--- src/rtl/fsol_pkg.sv ---
// types, constants and codes shared by the free list allocator
package fsol_pkg;

	localparam int OFFSET_W   = 24;
	localparam int COUNT_W    = 9;
	localparam int BYTES_W    = 16;
	localparam int CFG_IDX_W  = 2;
	localparam int CFG_DATA_W = 16;

	localparam logic [BYTES_W-1:0]  MIN_SLOT_BYTES = BYTES_W'(8);
	localparam logic [OFFSET_W-1:0] OFFSET_MAX     = {OFFSET_W{1'b1}};

	localparam logic [CFG_IDX_W-1:0] REG_SLOT_COUNT = CFG_IDX_W'(0);
	localparam logic [CFG_IDX_W-1:0] REG_SLOT_BYTES = CFG_IDX_W'(1);

	localparam logic MODE_ALLOC = 1'b0;
	localparam logic MODE_FREE  = 1'b1;

	typedef enum logic [2:0] {
		ST_ALLOCATED   = 3'd0,
		ST_FREED       = 3'd1,
		ST_EMPTY       = 3'd2,
		ST_BAD_OFFSET  = 3'd3,
		ST_NULL        = 3'd4,
		ST_DOUBLE_FREE = 3'd5
	} status_t;

	typedef struct packed {
		logic                mode;
		logic                no_pointer;
		logic [OFFSET_W-1:0] byte_offset;
	} req_t;

	typedef struct packed {
		status_t             status;
		logic [OFFSET_W-1:0] slot_offset;
	} rsp_t;

	typedef enum logic [3:0] {
		S_CLEAR,
		S_IDLE,
		S_DECODE,
		S_DIV,
		S_DISPATCH,
		S_ALLOC_WB,
		S_FRONT,
		S_WALK,
		S_INSERT
	} state_t;

	typedef enum logic [1:0] {
		RD_NONE,
		RD_HEAD,
		RD_FOLLOW
	} rd_sel_t;

	typedef enum logic [2:0] {
		NXW_NONE,
		NXW_IDX_END,
		NXW_IDX_HEAD,
		NXW_CUR_IDX,
		NXW_IDX_RD
	} nxw_t;

	typedef enum logic [2:0] {
		PVW_NONE,
		PVW_IDX_END,
		PVW_HEAD_IDX,
		PVW_IDX_CUR,
		PVW_RD_IDX,
		PVW_RD_END
	} pvw_t;

	typedef enum logic [1:0] {
		HD_HOLD,
		HD_IDX,
		HD_RD
	} head_sel_t;

	typedef struct packed {
		logic      clr;
		logic      load_req;
		logic      div_start;
		logic      mul_en;
		rd_sel_t   rd;
		nxw_t      nx_wr;
		pvw_t      pv_wr;
		head_sel_t head;
		logic      empty_set;
		logic      empty_clr;
		logic      emit;
		status_t   status;
	} cmd_t;

	typedef struct packed {
		logic cfg_wr;
		logic clr_last;
		logic div_done;
		logic div_ok;
		logic mode;
		logic no_pointer;
		logic empty;
		logic idx_eq_head;
		logic idx_lt_head;
		logic rd_end;
		logic rd_ge_idx;
		logic rd_eq_idx;
	} sts_t;

endpackage

--- src/rtl/fixed_slot_ordered_free_list_core.sv ---
// top level of the fixed slot allocator with an address ordered free list
//
// request beat: taken on a rising edge with start high and busy low; req carries
// mode (allocate or free), the null pointer flag and the byte offset to free.
// result beat: done is high for exactly one cycle with rsp holding status and
// the allocated slot offset; the receiver cannot stall, so nothing waits.
// an allocate reads the next link memory at the head and loads the offset
// multiplier register in decode; the write back state then emits the result.
// a free first runs the bit serial offset divider, then the walk reads one
// next link a cycle from the link memory, so its time grows with the number
// of free slots below the offset.
// a null, misaligned, out of range or double free is answered as soon as found.
// configuration beat: cfg_valid with cfg_index and cfg_data, always ready;
// writing slot_count or slot_bytes rebuilds the pool with every slot free.
// after reset and after each such write a clearing pass rewrites every entry
// of both link memories; busy stays high throughout and no request is taken
// until it ends.
module fixed_slot_ordered_free_list_core #(
	parameter int MAX_SLOTS = 256
) (
	input  logic                            clk,
	input  logic                            arst_n,
	input  logic                            start,
	input  fsol_pkg::req_t                  req,
	output logic                            busy,
	output logic                            done,
	output fsol_pkg::rsp_t                  rsp,
	input  logic                            cfg_valid,
	output logic                            cfg_ready,
	input  logic [fsol_pkg::CFG_IDX_W-1:0]  cfg_index,
	input  logic [fsol_pkg::CFG_DATA_W-1:0] cfg_data
);

	fsol_pkg::cmd_t cmd;
	fsol_pkg::sts_t sts;
	logic           ctrl_busy;

	assign cfg_ready = 1'b1;

	fsol_ctrl u_ctrl (
		.clk    (clk),
		.arst_n (arst_n),
		.start  (start),
		.sts    (sts),
		.cmd    (cmd),
		.busy   (ctrl_busy)
	);

	fsol_dp #(
		.MAX_SLOTS (MAX_SLOTS)
	) u_dp (
		.clk       (clk),
		.arst_n    (arst_n),
		.cfg_valid (cfg_valid),
		.cfg_index (cfg_index),
		.cfg_data  (cfg_data),
		.req       (req),
		.cmd       (cmd),
		.sts       (sts),
		.done      (done),
		.rsp       (rsp)
	);

	assign busy = ctrl_busy;

endmodule

--- src/rtl/fsol_div.sv ---
// restoring divider, one quotient bit per cycle, for offset by slot size
module fsol_div (
	input  logic                         clk,
	input  logic                         arst_n,
	input  logic                         start,
	input  logic [fsol_pkg::OFFSET_W-1:0] dividend,
	input  logic [fsol_pkg::BYTES_W-1:0]  divisor,
	output logic                         done,
	output logic [fsol_pkg::OFFSET_W-1:0] quo,
	output logic [fsol_pkg::BYTES_W-1:0]  rem
);

	localparam int CNT_W = $clog2(fsol_pkg::OFFSET_W);
	localparam logic [CNT_W-1:0] LAST_STEP = CNT_W'(fsol_pkg::OFFSET_W - 1);

	logic                          run_q;
	logic                          done_q;
	logic [CNT_W-1:0]              cnt_q;
	logic [fsol_pkg::OFFSET_W-1:0] quo_q;
	logic [fsol_pkg::BYTES_W-1:0]  rem_q;
	logic [fsol_pkg::BYTES_W:0]    trial;
	logic [fsol_pkg::BYTES_W:0]    div_ext;
	logic                          ge;

	assign trial   = {rem_q, quo_q[fsol_pkg::OFFSET_W-1]};
	assign div_ext = {1'b0, divisor};
	assign ge      = (trial >= div_ext);

	always_ff @(posedge clk or negedge arst_n) begin
		if (!arst_n) begin
			run_q  <= 1'b0;
			done_q <= 1'b0;
			cnt_q  <= '0;
		end else begin
			done_q <= 1'b0;
			if (start) begin
				run_q <= 1'b1;
				cnt_q <= '0;
			end else if (run_q) begin
				cnt_q <= cnt_q + CNT_W'(1);
				if (cnt_q == LAST_STEP) begin
					run_q  <= 1'b0;
					done_q <= 1'b1;
				end
			end
		end
	end

	always_ff @(posedge clk) begin
		if (start) begin
			quo_q <= dividend;
			rem_q <= '0;
		end else if (run_q) begin
			quo_q <= {quo_q[fsol_pkg::OFFSET_W-2:0], ge};
			rem_q <= ge ? fsol_pkg::BYTES_W'(trial - div_ext) : fsol_pkg::BYTES_W'(trial);
		end
	end

	assign done = done_q;
	assign quo  = quo_q;
	assign rem  = rem_q;

endmodule

--- src/rtl/fsol_dp.sv ---
// datapath: configuration, link memories, head, divider, multiplier, result register
module fsol_dp #(
	parameter int MAX_SLOTS = 256
) (
	input  logic                            clk,
	input  logic                            arst_n,
	input  logic                            cfg_valid,
	input  logic [fsol_pkg::CFG_IDX_W-1:0]  cfg_index,
	input  logic [fsol_pkg::CFG_DATA_W-1:0] cfg_data,
	input  fsol_pkg::req_t                  req,
	input  fsol_pkg::cmd_t                  cmd,
	output fsol_pkg::sts_t                  sts,
	output logic                            done,
	output fsol_pkg::rsp_t                  rsp
);

	localparam int IDX_W  = $clog2(MAX_SLOTS);
	localparam int LINK_W = $clog2(MAX_SLOTS + 1);
	localparam int ACC_W  = LINK_W + fsol_pkg::BYTES_W;
	localparam int PROD_W = IDX_W + fsol_pkg::BYTES_W;
	localparam logic [LINK_W-1:0] NO_LINK  = LINK_W'(MAX_SLOTS);
	localparam logic [IDX_W-1:0]  LAST_IDX = IDX_W'(MAX_SLOTS - 1);
	localparam logic [ACC_W-1:0]  ACC_MAX  = ACC_W'(fsol_pkg::OFFSET_MAX);

	logic [fsol_pkg::COUNT_W-1:0]  cfg_count_q;
	logic [fsol_pkg::BYTES_W-1:0]  cfg_bytes_q;
	logic [fsol_pkg::BYTES_W-1:0]  eff_bytes;
	logic [LINK_W-1:0]             n_eff;
	logic                          cfg_wr;

	logic [IDX_W-1:0]              head_q;
	logic                          empty_q;
	logic [IDX_W-1:0]              cur_q;
	logic [LINK_W-1:0]             rd_q;
	fsol_pkg::req_t                req_q;
	logic [fsol_pkg::OFFSET_W-1:0] prod_q;
	logic [IDX_W-1:0]              clr_q;
	logic [ACC_W-1:0]              acc_q;
	fsol_pkg::rsp_t                rsp_q;
	logic                          done_q;

	logic [LINK_W-1:0]             next_mem [MAX_SLOTS];
	logic [LINK_W-1:0]             prev_mem [MAX_SLOTS];

	logic                          div_done;
	logic [fsol_pkg::OFFSET_W-1:0] div_quo;
	logic [fsol_pkg::BYTES_W-1:0]  div_rem;
	logic [IDX_W-1:0]              idx;
	logic [LINK_W-1:0]             idx_link;

	logic [LINK_W-1:0]             clr_link;
	logic [LINK_W-1:0]             clr_plus;
	logic [ACC_W-1:0]              acc_plus;
	logic [LINK_W-1:0]             clr_next;
	logic [LINK_W-1:0]             clr_prev;

	logic                          nx_we;
	logic [IDX_W-1:0]              nx_waddr;
	logic [LINK_W-1:0]             nx_wdata;
	logic                          pv_we;
	logic [IDX_W-1:0]              pv_waddr;
	logic [LINK_W-1:0]             pv_wdata;
	logic                          rd_en;
	logic [IDX_W-1:0]              rd_addr;
	logic [PROD_W-1:0]             prod_full;

	// effective configuration
	assign eff_bytes = (cfg_bytes_q < fsol_pkg::MIN_SLOT_BYTES) ?
		fsol_pkg::MIN_SLOT_BYTES : cfg_bytes_q;

	always_comb begin
		if (32'(cfg_count_q) > 32'(MAX_SLOTS)) begin
			n_eff = NO_LINK;
		end else if (cfg_count_q == '0) begin
			n_eff = LINK_W'(1);
		end else begin
			n_eff = LINK_W'(cfg_count_q);
		end
	end

	always_comb begin
		unique case (cfg_index)
			fsol_pkg::REG_SLOT_COUNT: cfg_wr = cfg_valid;
			fsol_pkg::REG_SLOT_BYTES: cfg_wr = cfg_valid;
			default:                  cfg_wr = 1'b0;
		endcase
	end

	always_ff @(posedge clk or negedge arst_n) begin
		if (!arst_n) begin
			cfg_count_q <= fsol_pkg::COUNT_W'(256);
			cfg_bytes_q <= fsol_pkg::MIN_SLOT_BYTES;
		end else if (cfg_valid) begin
			unique case (cfg_index)
				fsol_pkg::REG_SLOT_COUNT: cfg_count_q <= cfg_data[fsol_pkg::COUNT_W-1:0];
				fsol_pkg::REG_SLOT_BYTES: cfg_bytes_q <= cfg_data;
				default: ;
			endcase
		end
	end

	// divider for offset to slot number
	fsol_div u_div (
		.clk      (clk),
		.arst_n   (arst_n),
		.start    (cmd.div_start),
		.dividend (req_q.byte_offset),
		.divisor  (eff_bytes),
		.done     (div_done),
		.quo      (div_quo),
		.rem      (div_rem)
	);

	assign idx      = IDX_W'(div_quo);
	assign idx_link = LINK_W'(idx);

	// rebuild values for the entry under the clearing pass
	assign clr_link = LINK_W'(clr_q);
	assign clr_plus = clr_link + LINK_W'(1);
	assign acc_plus = acc_q + ACC_W'(eff_bytes);
	assign clr_next = (clr_plus < n_eff && acc_plus <= ACC_MAX) ? clr_plus : NO_LINK;
	assign clr_prev = (clr_q != '0 && clr_link < n_eff && acc_q <= ACC_MAX) ?
		(clr_link - LINK_W'(1)) : NO_LINK;

	// next link write port
	always_comb begin
		nx_we    = 1'b0;
		nx_waddr = idx;
		nx_wdata = NO_LINK;
		if (cmd.clr) begin
			nx_we    = 1'b1;
			nx_waddr = clr_q;
			nx_wdata = clr_next;
		end else begin
			case (cmd.nx_wr)
				fsol_pkg::NXW_IDX_END: begin
					nx_we = 1'b1;
				end
				fsol_pkg::NXW_IDX_HEAD: begin
					nx_we    = 1'b1;
					nx_wdata = LINK_W'(head_q);
				end
				fsol_pkg::NXW_CUR_IDX: begin
					nx_we    = 1'b1;
					nx_waddr = cur_q;
					nx_wdata = idx_link;
				end
				fsol_pkg::NXW_IDX_RD: begin
					nx_we    = 1'b1;
					nx_wdata = rd_q;
				end
				default: ;
			endcase
		end
	end

	// previous link write port
	always_comb begin
		pv_we    = 1'b0;
		pv_waddr = idx;
		pv_wdata = NO_LINK;
		if (cmd.clr) begin
			pv_we    = 1'b1;
			pv_waddr = clr_q;
			pv_wdata = clr_prev;
		end else begin
			case (cmd.pv_wr)
				fsol_pkg::PVW_IDX_END: begin
					pv_we = 1'b1;
				end
				fsol_pkg::PVW_HEAD_IDX: begin
					pv_we    = 1'b1;
					pv_waddr = head_q;
					pv_wdata = idx_link;
				end
				fsol_pkg::PVW_IDX_CUR: begin
					pv_we    = 1'b1;
					pv_wdata = LINK_W'(cur_q);
				end
				fsol_pkg::PVW_RD_IDX: begin
					pv_we    = (rd_q < NO_LINK);
					pv_waddr = rd_q[IDX_W-1:0];
					pv_wdata = idx_link;
				end
				fsol_pkg::PVW_RD_END: begin
					pv_we    = 1'b1;
					pv_waddr = rd_q[IDX_W-1:0];
				end
				default: ;
			endcase
		end
	end

	assign rd_en   = (cmd.rd != fsol_pkg::RD_NONE);
	assign rd_addr = (cmd.rd == fsol_pkg::RD_HEAD) ? head_q : rd_q[IDX_W-1:0];

	always_ff @(posedge clk) begin
		if (nx_we) begin
			next_mem[nx_waddr] <= nx_wdata;
		end
		if (rd_en) begin
			rd_q <= next_mem[rd_addr];
		end
	end

	always_ff @(posedge clk) begin
		if (pv_we) begin
			prev_mem[pv_waddr] <= pv_wdata;
		end
	end

	// list head, clearing pass
	always_ff @(posedge clk or negedge arst_n) begin
		if (!arst_n) begin
			head_q  <= '0;
			empty_q <= 1'b0;
			clr_q   <= '0;
			acc_q   <= '0;
		end else if (cfg_wr) begin
			head_q  <= '0;
			empty_q <= 1'b0;
			clr_q   <= '0;
			acc_q   <= '0;
		end else begin
			if (cmd.clr) begin
				clr_q <= clr_q + IDX_W'(1);
				acc_q <= acc_plus;
			end
			case (cmd.head)
				fsol_pkg::HD_IDX: head_q <= idx;
				fsol_pkg::HD_RD:  head_q <= rd_q[IDX_W-1:0];
				default: ;
			endcase
			if (cmd.empty_set) begin
				empty_q <= 1'b1;
			end else if (cmd.empty_clr) begin
				empty_q <= 1'b0;
			end
		end
	end

	assign prod_full = PROD_W'(head_q) * PROD_W'(eff_bytes);

	always_ff @(posedge clk) begin
		if (cmd.load_req) begin
			req_q <= req;
		end
		if (cmd.mul_en) begin
			prod_q <= fsol_pkg::OFFSET_W'(prod_full);
		end
		case (cmd.rd)
			fsol_pkg::RD_HEAD:   cur_q <= head_q;
			fsol_pkg::RD_FOLLOW: cur_q <= rd_q[IDX_W-1:0];
			default: ;
		endcase
		if (cmd.emit) begin
			rsp_q.status      <= cmd.status;
			rsp_q.slot_offset <= (cmd.status == fsol_pkg::ST_ALLOCATED) ? prod_q : '0;
		end
	end

	always_ff @(posedge clk or negedge arst_n) begin
		if (!arst_n) begin
			done_q <= 1'b0;
		end else begin
			done_q <= cmd.emit;
		end
	end

	always_comb begin
		sts.cfg_wr      = cfg_wr;
		sts.clr_last    = (clr_q == LAST_IDX);
		sts.div_done    = div_done;
		sts.div_ok      = (div_rem == '0) && (32'(div_quo) < 32'(n_eff));
		sts.mode        = req_q.mode;
		sts.no_pointer  = req_q.no_pointer;
		sts.empty       = empty_q;
		sts.idx_eq_head = (idx == head_q);
		sts.idx_lt_head = (idx < head_q);
		sts.rd_end      = (rd_q >= NO_LINK);
		sts.rd_ge_idx   = (rd_q >= idx_link);
		sts.rd_eq_idx   = (rd_q == idx_link);
	end

	assign done = done_q;
	assign rsp  = rsp_q;

endmodule

--- src/rtl/fsol_ctrl.sv ---
// controller state machine: clearing pass, request decode, list walk and insert
module fsol_ctrl (
	input  logic           clk,
	input  logic           arst_n,
	input  logic           start,
	input  fsol_pkg::sts_t sts,
	output fsol_pkg::cmd_t cmd,
	output logic           busy
);

	fsol_pkg::state_t state_q;
	fsol_pkg::state_t state_d;

	always_ff @(posedge clk or negedge arst_n) begin
		if (!arst_n) begin
			state_q <= fsol_pkg::S_CLEAR;
		end else begin
			state_q <= state_d;
		end
	end

	always_comb begin
		state_d       = state_q;
		cmd.clr       = 1'b0;
		cmd.load_req  = 1'b0;
		cmd.div_start = 1'b0;
		cmd.mul_en    = 1'b0;
		cmd.rd        = fsol_pkg::RD_NONE;
		cmd.nx_wr     = fsol_pkg::NXW_NONE;
		cmd.pv_wr     = fsol_pkg::PVW_NONE;
		cmd.head      = fsol_pkg::HD_HOLD;
		cmd.empty_set = 1'b0;
		cmd.empty_clr = 1'b0;
		cmd.emit      = 1'b0;
		cmd.status    = fsol_pkg::ST_FREED;

		unique case (state_q)
			fsol_pkg::S_CLEAR: begin
				cmd.clr = 1'b1;
				if (sts.clr_last) begin
					state_d = fsol_pkg::S_IDLE;
				end
			end
			fsol_pkg::S_IDLE: begin
				if (start) begin
					cmd.load_req = 1'b1;
					state_d      = fsol_pkg::S_DECODE;
				end
			end
			fsol_pkg::S_DECODE: begin
				if (sts.mode == fsol_pkg::MODE_ALLOC) begin
					if (sts.empty) begin
						cmd.emit   = 1'b1;
						cmd.status = fsol_pkg::ST_EMPTY;
						state_d    = fsol_pkg::S_IDLE;
					end else begin
						cmd.rd     = fsol_pkg::RD_HEAD;
						cmd.mul_en = 1'b1;
						state_d    = fsol_pkg::S_ALLOC_WB;
					end
				end else if (sts.no_pointer) begin
					cmd.emit   = 1'b1;
					cmd.status = fsol_pkg::ST_NULL;
					state_d    = fsol_pkg::S_IDLE;
				end else begin
					cmd.div_start = 1'b1;
					state_d       = fsol_pkg::S_DIV;
				end
			end
			fsol_pkg::S_ALLOC_WB: begin
				if (sts.rd_end) begin
					cmd.empty_set = 1'b1;
				end else begin
					cmd.head  = fsol_pkg::HD_RD;
					cmd.pv_wr = fsol_pkg::PVW_RD_END;
				end
				cmd.emit   = 1'b1;
				cmd.status = fsol_pkg::ST_ALLOCATED;
				state_d    = fsol_pkg::S_IDLE;
			end
			fsol_pkg::S_DIV: begin
				if (sts.div_done) begin
					if (sts.div_ok) begin
						state_d = fsol_pkg::S_DISPATCH;
					end else begin
						cmd.emit   = 1'b1;
						cmd.status = fsol_pkg::ST_BAD_OFFSET;
						state_d    = fsol_pkg::S_IDLE;
					end
				end
			end
			fsol_pkg::S_DISPATCH: begin
				if (sts.empty) begin
					cmd.nx_wr     = fsol_pkg::NXW_IDX_END;
					cmd.pv_wr     = fsol_pkg::PVW_IDX_END;
					cmd.head      = fsol_pkg::HD_IDX;
					cmd.empty_clr = 1'b1;
					cmd.emit      = 1'b1;
					cmd.status    = fsol_pkg::ST_FREED;
					state_d       = fsol_pkg::S_IDLE;
				end else if (sts.idx_eq_head) begin
					cmd.emit   = 1'b1;
					cmd.status = fsol_pkg::ST_DOUBLE_FREE;
					state_d    = fsol_pkg::S_IDLE;
				end else if (sts.idx_lt_head) begin
					cmd.nx_wr = fsol_pkg::NXW_IDX_HEAD;
					cmd.pv_wr = fsol_pkg::PVW_IDX_END;
					state_d   = fsol_pkg::S_FRONT;
				end else begin
					cmd.rd  = fsol_pkg::RD_HEAD;
					state_d = fsol_pkg::S_WALK;
				end
			end
			fsol_pkg::S_FRONT: begin
				cmd.pv_wr  = fsol_pkg::PVW_HEAD_IDX;
				cmd.head   = fsol_pkg::HD_IDX;
				cmd.emit   = 1'b1;
				cmd.status = fsol_pkg::ST_FREED;
				state_d    = fsol_pkg::S_IDLE;
			end
			fsol_pkg::S_WALK: begin
				if (sts.rd_end || sts.rd_ge_idx) begin
					if (sts.rd_eq_idx) begin
						cmd.emit   = 1'b1;
						cmd.status = fsol_pkg::ST_DOUBLE_FREE;
						state_d    = fsol_pkg::S_IDLE;
					end else begin
						cmd.nx_wr = fsol_pkg::NXW_CUR_IDX;
						cmd.pv_wr = fsol_pkg::PVW_IDX_CUR;
						state_d   = fsol_pkg::S_INSERT;
					end
				end else begin
					cmd.rd = fsol_pkg::RD_FOLLOW;
				end
			end
			fsol_pkg::S_INSERT: begin
				cmd.nx_wr  = fsol_pkg::NXW_IDX_RD;
				cmd.pv_wr  = fsol_pkg::PVW_RD_IDX;
				cmd.emit   = 1'b1;
				cmd.status = fsol_pkg::ST_FREED;
				state_d    = fsol_pkg::S_IDLE;
			end
			default: begin
				state_d = fsol_pkg::S_CLEAR;
			end
		endcase

		// a register write rebuilds the pool
		if (sts.cfg_wr) begin
			state_d = fsol_pkg::S_CLEAR;
		end
	end

	assign busy = (state_q != fsol_pkg::S_IDLE);

endmodule

--- config.mk ---
export PLATFORM = sky130hd
export DESIGN_NAME = fixed_slot_ordered_free_list_core
export DESIGN_NICKNAME = d
export VERILOG_FILES = /design/src/rtl/fsol_pkg.sv /design/src/rtl/fixed_slot_ordered_free_list_core.sv /design/src/rtl/fsol_div.sv /design/src/rtl/fsol_dp.sv /design/src/rtl/fsol_ctrl.sv
export SDC_FILE = /design/constraint.sdc
export NUM_CORES = 2
export LEC_CHECK = 0
export BUFFER_PORTS_ARGS = -buffer_cell sky130_fd_sc_hd__buf_4
export CORE_ASPECT_RATIO = 1.1
export CORE_MARGIN = 5
export CORE_UTILIZATION = 50
export CTS_BUF_LIST = sky130_fd_sc_hd__clkbuf_8
export DETAILED_ROUTE_END_ITERATION = 8
export PLACE_DENSITY_LB_ADDON = 0.2
export SETUP_SLACK_MARGIN = 0.05
export SLEW_MARGIN = 20
export SYNTH_ARGS = -nofsm -noshare
export SYNTH_HDL_FRONTEND = slang
export SYNTH_SLANG_ARGS = --single-unit
--- constraint.sdc ---
create_clock -name clk -period 21.7 [get_ports clk]
set_input_delay 1.085 -clock clk [delete_from_list [all_inputs] [get_ports clk]]
set_output_delay 1.085 -clock clk [all_outputs]
set_load 0.02 [all_outputs]
Word-level counts from Yosys, hierarchy flattened:

Memories as Yosys holds them, arrays and structs flattened. A register that Yosys moved wholly into a read port is not among the register bits.
Cells that the tools add are included.

* add/subtract/negate cells: 5
* multipliers: 1
* magnitude comparators: 9
* eq/ne operators: 26
* muxes and demuxes: 84
* reduce and logical (&&, ||, !) cells: 21

Operator list (number)
* $mux W4: 16
* $mux W8: 7
* $mux W25: 2
* $mux W24: 2
* $mux W9: 4
* $mux W16: 2
* $pmux W8 S2: 2
* $pmux W4 S7: 1
* $pmux W9 S3: 1
* $mux W1: 26
* $add A25 B16 Y25: 1
* $le A25 B24 Y1 const B: 1
* $mux W5: 5
* $lt A24 B9 Y1: 1
* $mul A8 B16 Y24: 1
* $pmux W4 S6: 1
* $mux W3: 6
* $ge A17 B16 Y1: 1
* $eq A4 B3 Y1 const B: 4
* $logic_not A16 Y1: 1
* $lt A16 B4 Y1 const B: 1
* $sub A16 B16 Y16: 1
* $pmux W2 S3: 2
* $mux W2: 5
* 38 further kinds: 52

* register bits after elaboration: 204
* bits in writable memories: 2304
* input port bits: 48
* output and inout port bits: 30
* memories kept: 1

Memory list
* u_dp.next_mem: words 256, width 9, rd ports 1, clocked after memory_dff 1, wr ports 1, line fsol_dp.sv:42 `logic [LINK_W-1:0] next_mem [MAX_SLOTS];`

Logic depth before layout (Yosys ltp):

* depth after elaboration: 11
* gate-level depth with buffers: 25
* mapped depth without buffers: 24

Hierarchy:

A second synthesis with hierarchy kept.

* cells, all modules: 7508
* area, all modules: 107164.0 sq um

Modules (own cells, without submodules)
* fsol_dp: times used 1, cells an instance 7112, area an instance 103427.9 sq um, sequential area each 73713.2 sq um
* fsol_div: times used 1, cells an instance 304, area an instance 3099.2 sq um, sequential area each 1216.2 sq um
* fsol_ctrl: times used 1, cells an instance 90, area an instance 625.6 sq um, sequential area each 100.1 sq um
* fixed_slot_ordered_free_list_core: times used 1, cells an instance 2, area an instance 11.3 sq um, sequential area each 0.0 sq um

Least setup slack after synthesis:

OpenSTA, ideal clock, no wires.

* path type: register -> register
* start point: reg u_dp.cfg_bytes_q[14] (netlist bit)
* end point: mem u_dp.next_mem[0][3] (netlist bit) (data pin)
* data arrival time: 13.483 ns
* setup slack: 6.030 ns
* cell stages (with the launch flop): 17
* path buffers: 1
* clock period less this slack: 15.670 ns
* path through: dfrtp_1 -> inv_1 -> nand4_1 -> nor4_1 -> nand4_1 -> clkbuf_1 -> and2_1 -> ha_1 -> fa_1 -> a21o_1 -> a21o_1 -> a21oi_1 -> nor4_1 -> nor3b_1 -> o311a_1 -> nor2_1 -> o21ai_0

* word-level cells in the longest chain between the ends: 7

Ends and longest elaborated chain
* start, declared: line fsol_dp.sv:26 `logic [fsol_pkg::BYTES_W-1:0] cfg_bytes_q;`
* start signal, assigned: line fsol_dp.sv:92 `cfg_bytes_q <= fsol_pkg::MIN_SLOT_BYTES;`
* start signal, assigned: line fsol_dp.sv:96 `fsol_pkg::REG_SLOT_BYTES: cfg_bytes_q <= cfg_data;`
* $lt A16 B4 Y1: line fsol_dp.sv:68 `assign eff_bytes = (cfg_bytes_q < fsol_pkg::MIN_SLOT_BYTES) ?`
* $mux W16 (*): line fsol_dp.sv:68
* $add A25 B16 Y25 (*): line fsol_dp.sv:120 `assign acc_plus = acc_q + ACC_W'(eff_bytes);`
* $le A25 B24 Y1 (*): line fsol_dp.sv:121 `assign clr_next = (clr_plus < n_eff && acc_plus <= ACC_MAX) ? clr_plus : NO_LINK;`
* $logic_and A1 B1 Y1 (*): line fsol_dp.sv:121
* $mux W9 (*): line fsol_dp.sv:121
* $mux W9 (*): line fsol_dp.sv:130 `if (cmd.clr) begin`
* via u_dp.nx_wdata[3]: line fsol_dp.sv:59 `logic [LINK_W-1:0] nx_wdata;`
* end, declared: line fsol_dp.sv:42

The timed path passes the listed nets; every way through them passes the cells marked *.

Final worst setup path:

* start point: reg u_dp.head_q[1]
* end point: reg u_dp.rd_q[2], read port of u_dp.next_mem (data pin)

* word-level cells in the longest chain between the ends: 7
* elaborated cells on any way between the ends: 9

Ends and longest elaborated chain
* start, declared: line fsol_dp.sv:31 `logic [IDX_W-1:0] head_q;`
* start signal, assigned: line fsol_dp.sv:230 `fsol_pkg::HD_IDX: head_q <= idx;`
* start signal, assigned: line fsol_dp.sv:231 `fsol_pkg::HD_RD: head_q <= rd_q[IDX_W-1:0];`
* $lt A8 B8 Y1: line fsol_dp.sv:279 `sts.idx_lt_head = (idx < head_q);`
* $mux W1: line fsol_ctrl.sv:105 `end else if (sts.idx_lt_head) begin`
* $mux W8: line fsol_ctrl.sv:101 `end else if (sts.idx_eq_head) begin`
* $mux W2: line fsol_ctrl.sv:93 `if (sts.empty) begin`
* $pmux W2 S3: line fsol_ctrl.sv:37 `unique case (state_q)`
* $eq A2 B1 Y1: line fsol_dp.sv:195 `assign rd_addr = (cmd.rd == fsol_pkg::RD_HEAD) ? head_q : rd_q[IDX_W-1:0];`
* $mux W8: line fsol_dp.sv:195
* end, declared: line fsol_dp.sv:34 `logic [LINK_W-1:0] rd_q;`

Parallel ways exist; a longest one is shown, timed or not.
A chain may end at the register's enable or synchronous reset.

==> run summary <==
Via count -> 68500
R2R Setup Slk -> 12380 ps
Total congestion overflow -> 0
Leakage -> 42.5 nW
CP Capture Type -> flip-flop
Vias in the first global route -> 67600
Met2 routed WL -> 151000 um
Switching power -> 7.38 mW
Mapped Cells -> 7520
R2R cell count -> 21
Area Overhead vs Synth -> 13.1%
HPWL Detailed -> 181000 um
Filler cells -> 16600
Setup Buffers After CTS -> 0
DR pass1 iterations -> 8
Vias per cell -> 6.32
Starting Density -> 50.2%
# setup viols final -> 0
Final Max Slew Viols -> 0
Clock Skew -> 103 ps
CORE AREA -> 214000 um2
Clk slew on worst S/H paths -> 60 ps
TNS Setup -> 0 ps
Total die area -> 224000 um2
Crit path top cell by count -> buf_4
Clock Tree Buf Depth -> 4
Max Fanout on Critical Path -> 111
Register area share after synthesis -> 69.9%
Seq cells post-synth -> 2517
Die X-Extent -> 452 um
Average footprint of a synthesized cell -> 14.3 um2
Synth Flop Type -> edfxtp_1
Iter 0 DRT Violations -> 7942
Die Ht -> 496 um
WL final -> 314000 um
CTS tree -> yes
Met3 WL -> 29500 um
First-pass GRT wire length -> 459000 um
Placer Congestion -> 0.902
Most common cell after layout, fill and taps aside -> edfxtp_1
DR DRC count -> 0
Fmax -> 0.107 GHz
Clk_lat worst skew -> 1120 ps
Antenna violations before repair -> 10
Post-synth EDFFs -> 2422
Status -> completed
CTS Buf Count -> 414
Largest net degree at the start of global routing -> 207
Hold slack -> 150 ps
Root Driver -> clkbuf_8
Comb power frac -> 40.4%
Largest stage delay, worst path -> 860 ps
Final min period -> 9320 ps
Launch point of the worst path -> u_dp.head_q[1]$_DFFE_PN0P_
Count of cell types in the netlist -> 94
CTS H-tree depth -> 5
Power Total -> 17.2 mW
ANT nets after route -> 0
Async SR Flop Fraction -> 3.14%
PD cells -> 142 nW/um2
Arr. time, crit path -> 10150 ps
# hold bufs at CTS -> 1
Max_slew headroom -> 19.9%
Commonest non-fill, non-tap cells in the layout -> edfxtp_1, nand2_1, a21oi_1
Nets -> 8000
Slowest stage cell, crit path -> a2111oi_0
Final Cycle Share -> 43.0%
Origin of the critical flop-to-flop path -> u_dp.head_q[1]$_DFFE_PN0P_
Worst setup endpoint -> u_dp.rd_q[2]$_DFFE_PP_
Yosys warnings -> 0
Crit-path cells -> clkinv_1 > ha_1 > nor2b_1 > o21a_1 > o21ai_0 > a21o_1 > nand2_1 > a21oi_1 > inv_1 > ha_2 > buf_4 > mux2i_4 > buf_12 > buf_4 > buf_4 > buf_4 > mux4_2 > a2111oi_0 > nor3_1 > nor4_1 > and3b_1
Highest metal used -> met5
Share of layout cells above drive strength 1 -> 16.6%
Switch share -> 43.0%
CP Class -> reg2reg
Ports -> 78
Clk pwr share -> 22.1%
RSZ-0062 raised after global routing -> no
Final hold vios -> 0
Type of the worst min-delay path -> in2reg
FF-to-FF End -> u_dp.rd_q[2]$_DFFE_PP_
P_int -> 9.80 mW
CP required -> 22530 ps
PortBufs -> 76
Max Cap Viol -> 0
M1 wire length -> 121000 um
Worst setup SP type -> flip-flop
Placed insts -> 10100
Final std cells w/o fill -> 10800
Net Count, Synth -> 7768
Part of the power in registers -> 37.5%
# resized after CTS -> 0
Overall routing resource usage -> 27.6%
Cell Area, Synth -> 107000 um2
Clock sink total -> 2517
Wirelength per Cell -> 29.0 um
Peak VDD IR -> 0.361 mV
Row count -> 178
Worst-margin pin slew -> 1170 ps
[cell usage after synthesis, types with 140 or more instances]
library cell	instances	share of area, %
mux2i_1	350	3.3
clkbuf_1	204	0.71
inv_1	149	0.52
nand2_1	1239	4.3
a21oi_1	449	2.1
nor4_1	287	1.7
buf_2	185	0.86
nor2_1	224	0.78
edfxtp_1	2422	68
nand3_1	309	1.4
mux4_2	141	3.0
o221ai_1	140	1.1
[sequential cells by signal, summed over array words and instances (netlist names)]
name and count:
u_dp.u_div.cnt_q 5, u_dp.cfg_count_q 9, u_dp.u_div.run_q 1, u_dp.u_div.quo 24, u_dp.sts 2, u_dp.req_q 24, u_dp.next_mem 2304, u_dp.cfg_bytes_q 16
u_ctrl.state_q 4, u_dp.head_q 8, u_dp.rsp 27, u_dp.prod_q 24, u_dp.clr_q 8, u_dp.rd_q 9, u_dp.acc_q 25, u_dp.u_div.done 1
u_dp.cur_q 8, u_dp.done 1, u_dp.u_div.rem 16, u_dp.empty_q 1
[critical path, delay by kind of cell (launching register included)]
kind,cells,cell delay (ps)
buffers and inverters,7,3860
and+or+nand+nor,5,1330
AOI/OAI and AO/OA,5,1330
muxes,2,940
DFF,1,720
adders and majority gates,2,700
[routing by layer]
layer  vias up  track usage [%]
li1      29400                -
met1     34700             36.9
met2      3743             44.6
met3       657             5.77
met4         4             11.4
met5         -                0
[final cells by class]
cell class              instances  area, um2  share of cell area (%)
multi-input cells            4320      32200                    26.5
clock inverters               282       1430                    1.18
inverters                     160        601                   0.494
repair buffers                339       2810                    2.31
diodes                         10       25.0                  0.0206
clock buffers                 427       5880                    4.84
well taps                    2790       3490                    2.87
flip-flops and latches       2517      75000                    61.8
[power by group through the flow]
stage                     combinational, mW  clock (mW)  sequential [mW]
after floorplan                        3.64           0             6.81
after global placement                 6.45           0             6.53
after detailed placement               6.71           0             6.54
after CTS                              6.73        3.85             6.44
after global routing                   7.26        4.07             6.46
final                                  6.95        3.79             6.45
[logic make-up (layout without fill, tap and decap cells)]
| family | after synthesis | after routing | share of synthesized area [%] |
|---|---|---|---|
| xor+xnor | 63 | 63 | 0.514 |
| fa+ha+maj | 200 | 200 | 2.93 |
| compound gates | 1133 | 1133 | 6.81 |
| flops | 2517 | 2517 | 69.9 |
| buf+inv | 683 | 1208 | 3.09 |
| simple gates | 2395 | 2395 | 10.2 |
| mux | 528 | 528 | 6.61 |
| other cells | 1 | 11 | 0.00349 |
[per-stage QoR]
| stage | setup slack [ps] | cell area [um2] | util, % |
|---|---|---|---|
| 4_1_cts | 12380 | 121000 | 56.6 |
| 3_3_place_gp | 12430 | 113000 | 52.8 |
| 5_1_grt | 11790 | 121000 | 56.8 |
| 3_5_place_dp | 12410 | 114000 | 53.1 |
| 6_report | 12380 | 121000 | 56.8 |
| 2_1_floorplan | 6030 | 107000 | - |
[how the worst min path moves through the flow]
stage | slack (ps) | from | cells past startpoint | endpoint
global route | 60 | req[0] | 1 | u_dp.req_q[0]$_DFFE_PP_
detailed placement | 500 | u_dp.req_q[16]$_DFFE_PP_ | 2 | u_dp.u_div.quo[16]$_DFFE_PP_
CTS | 40 | req[0] | 1 | u_dp.req_q[0]$_DFFE_PP_
finish | 150 | req[12] | 1 | u_dp.req_q[12]$_DFFE_PP_
global placement | 490 | u_dp.req_q[18]$_DFFE_PP_ | 2 | u_dp.u_div.quo[18]$_DFFE_PP_
floorplan | 480 | u_dp.u_div.rem[2]$_SDFFE_PP0P_ | 2 | u_dp.u_div.rem[2]$_SDFFE_PP0P_
Note: power is estimated with default switching activity, not from simulation.
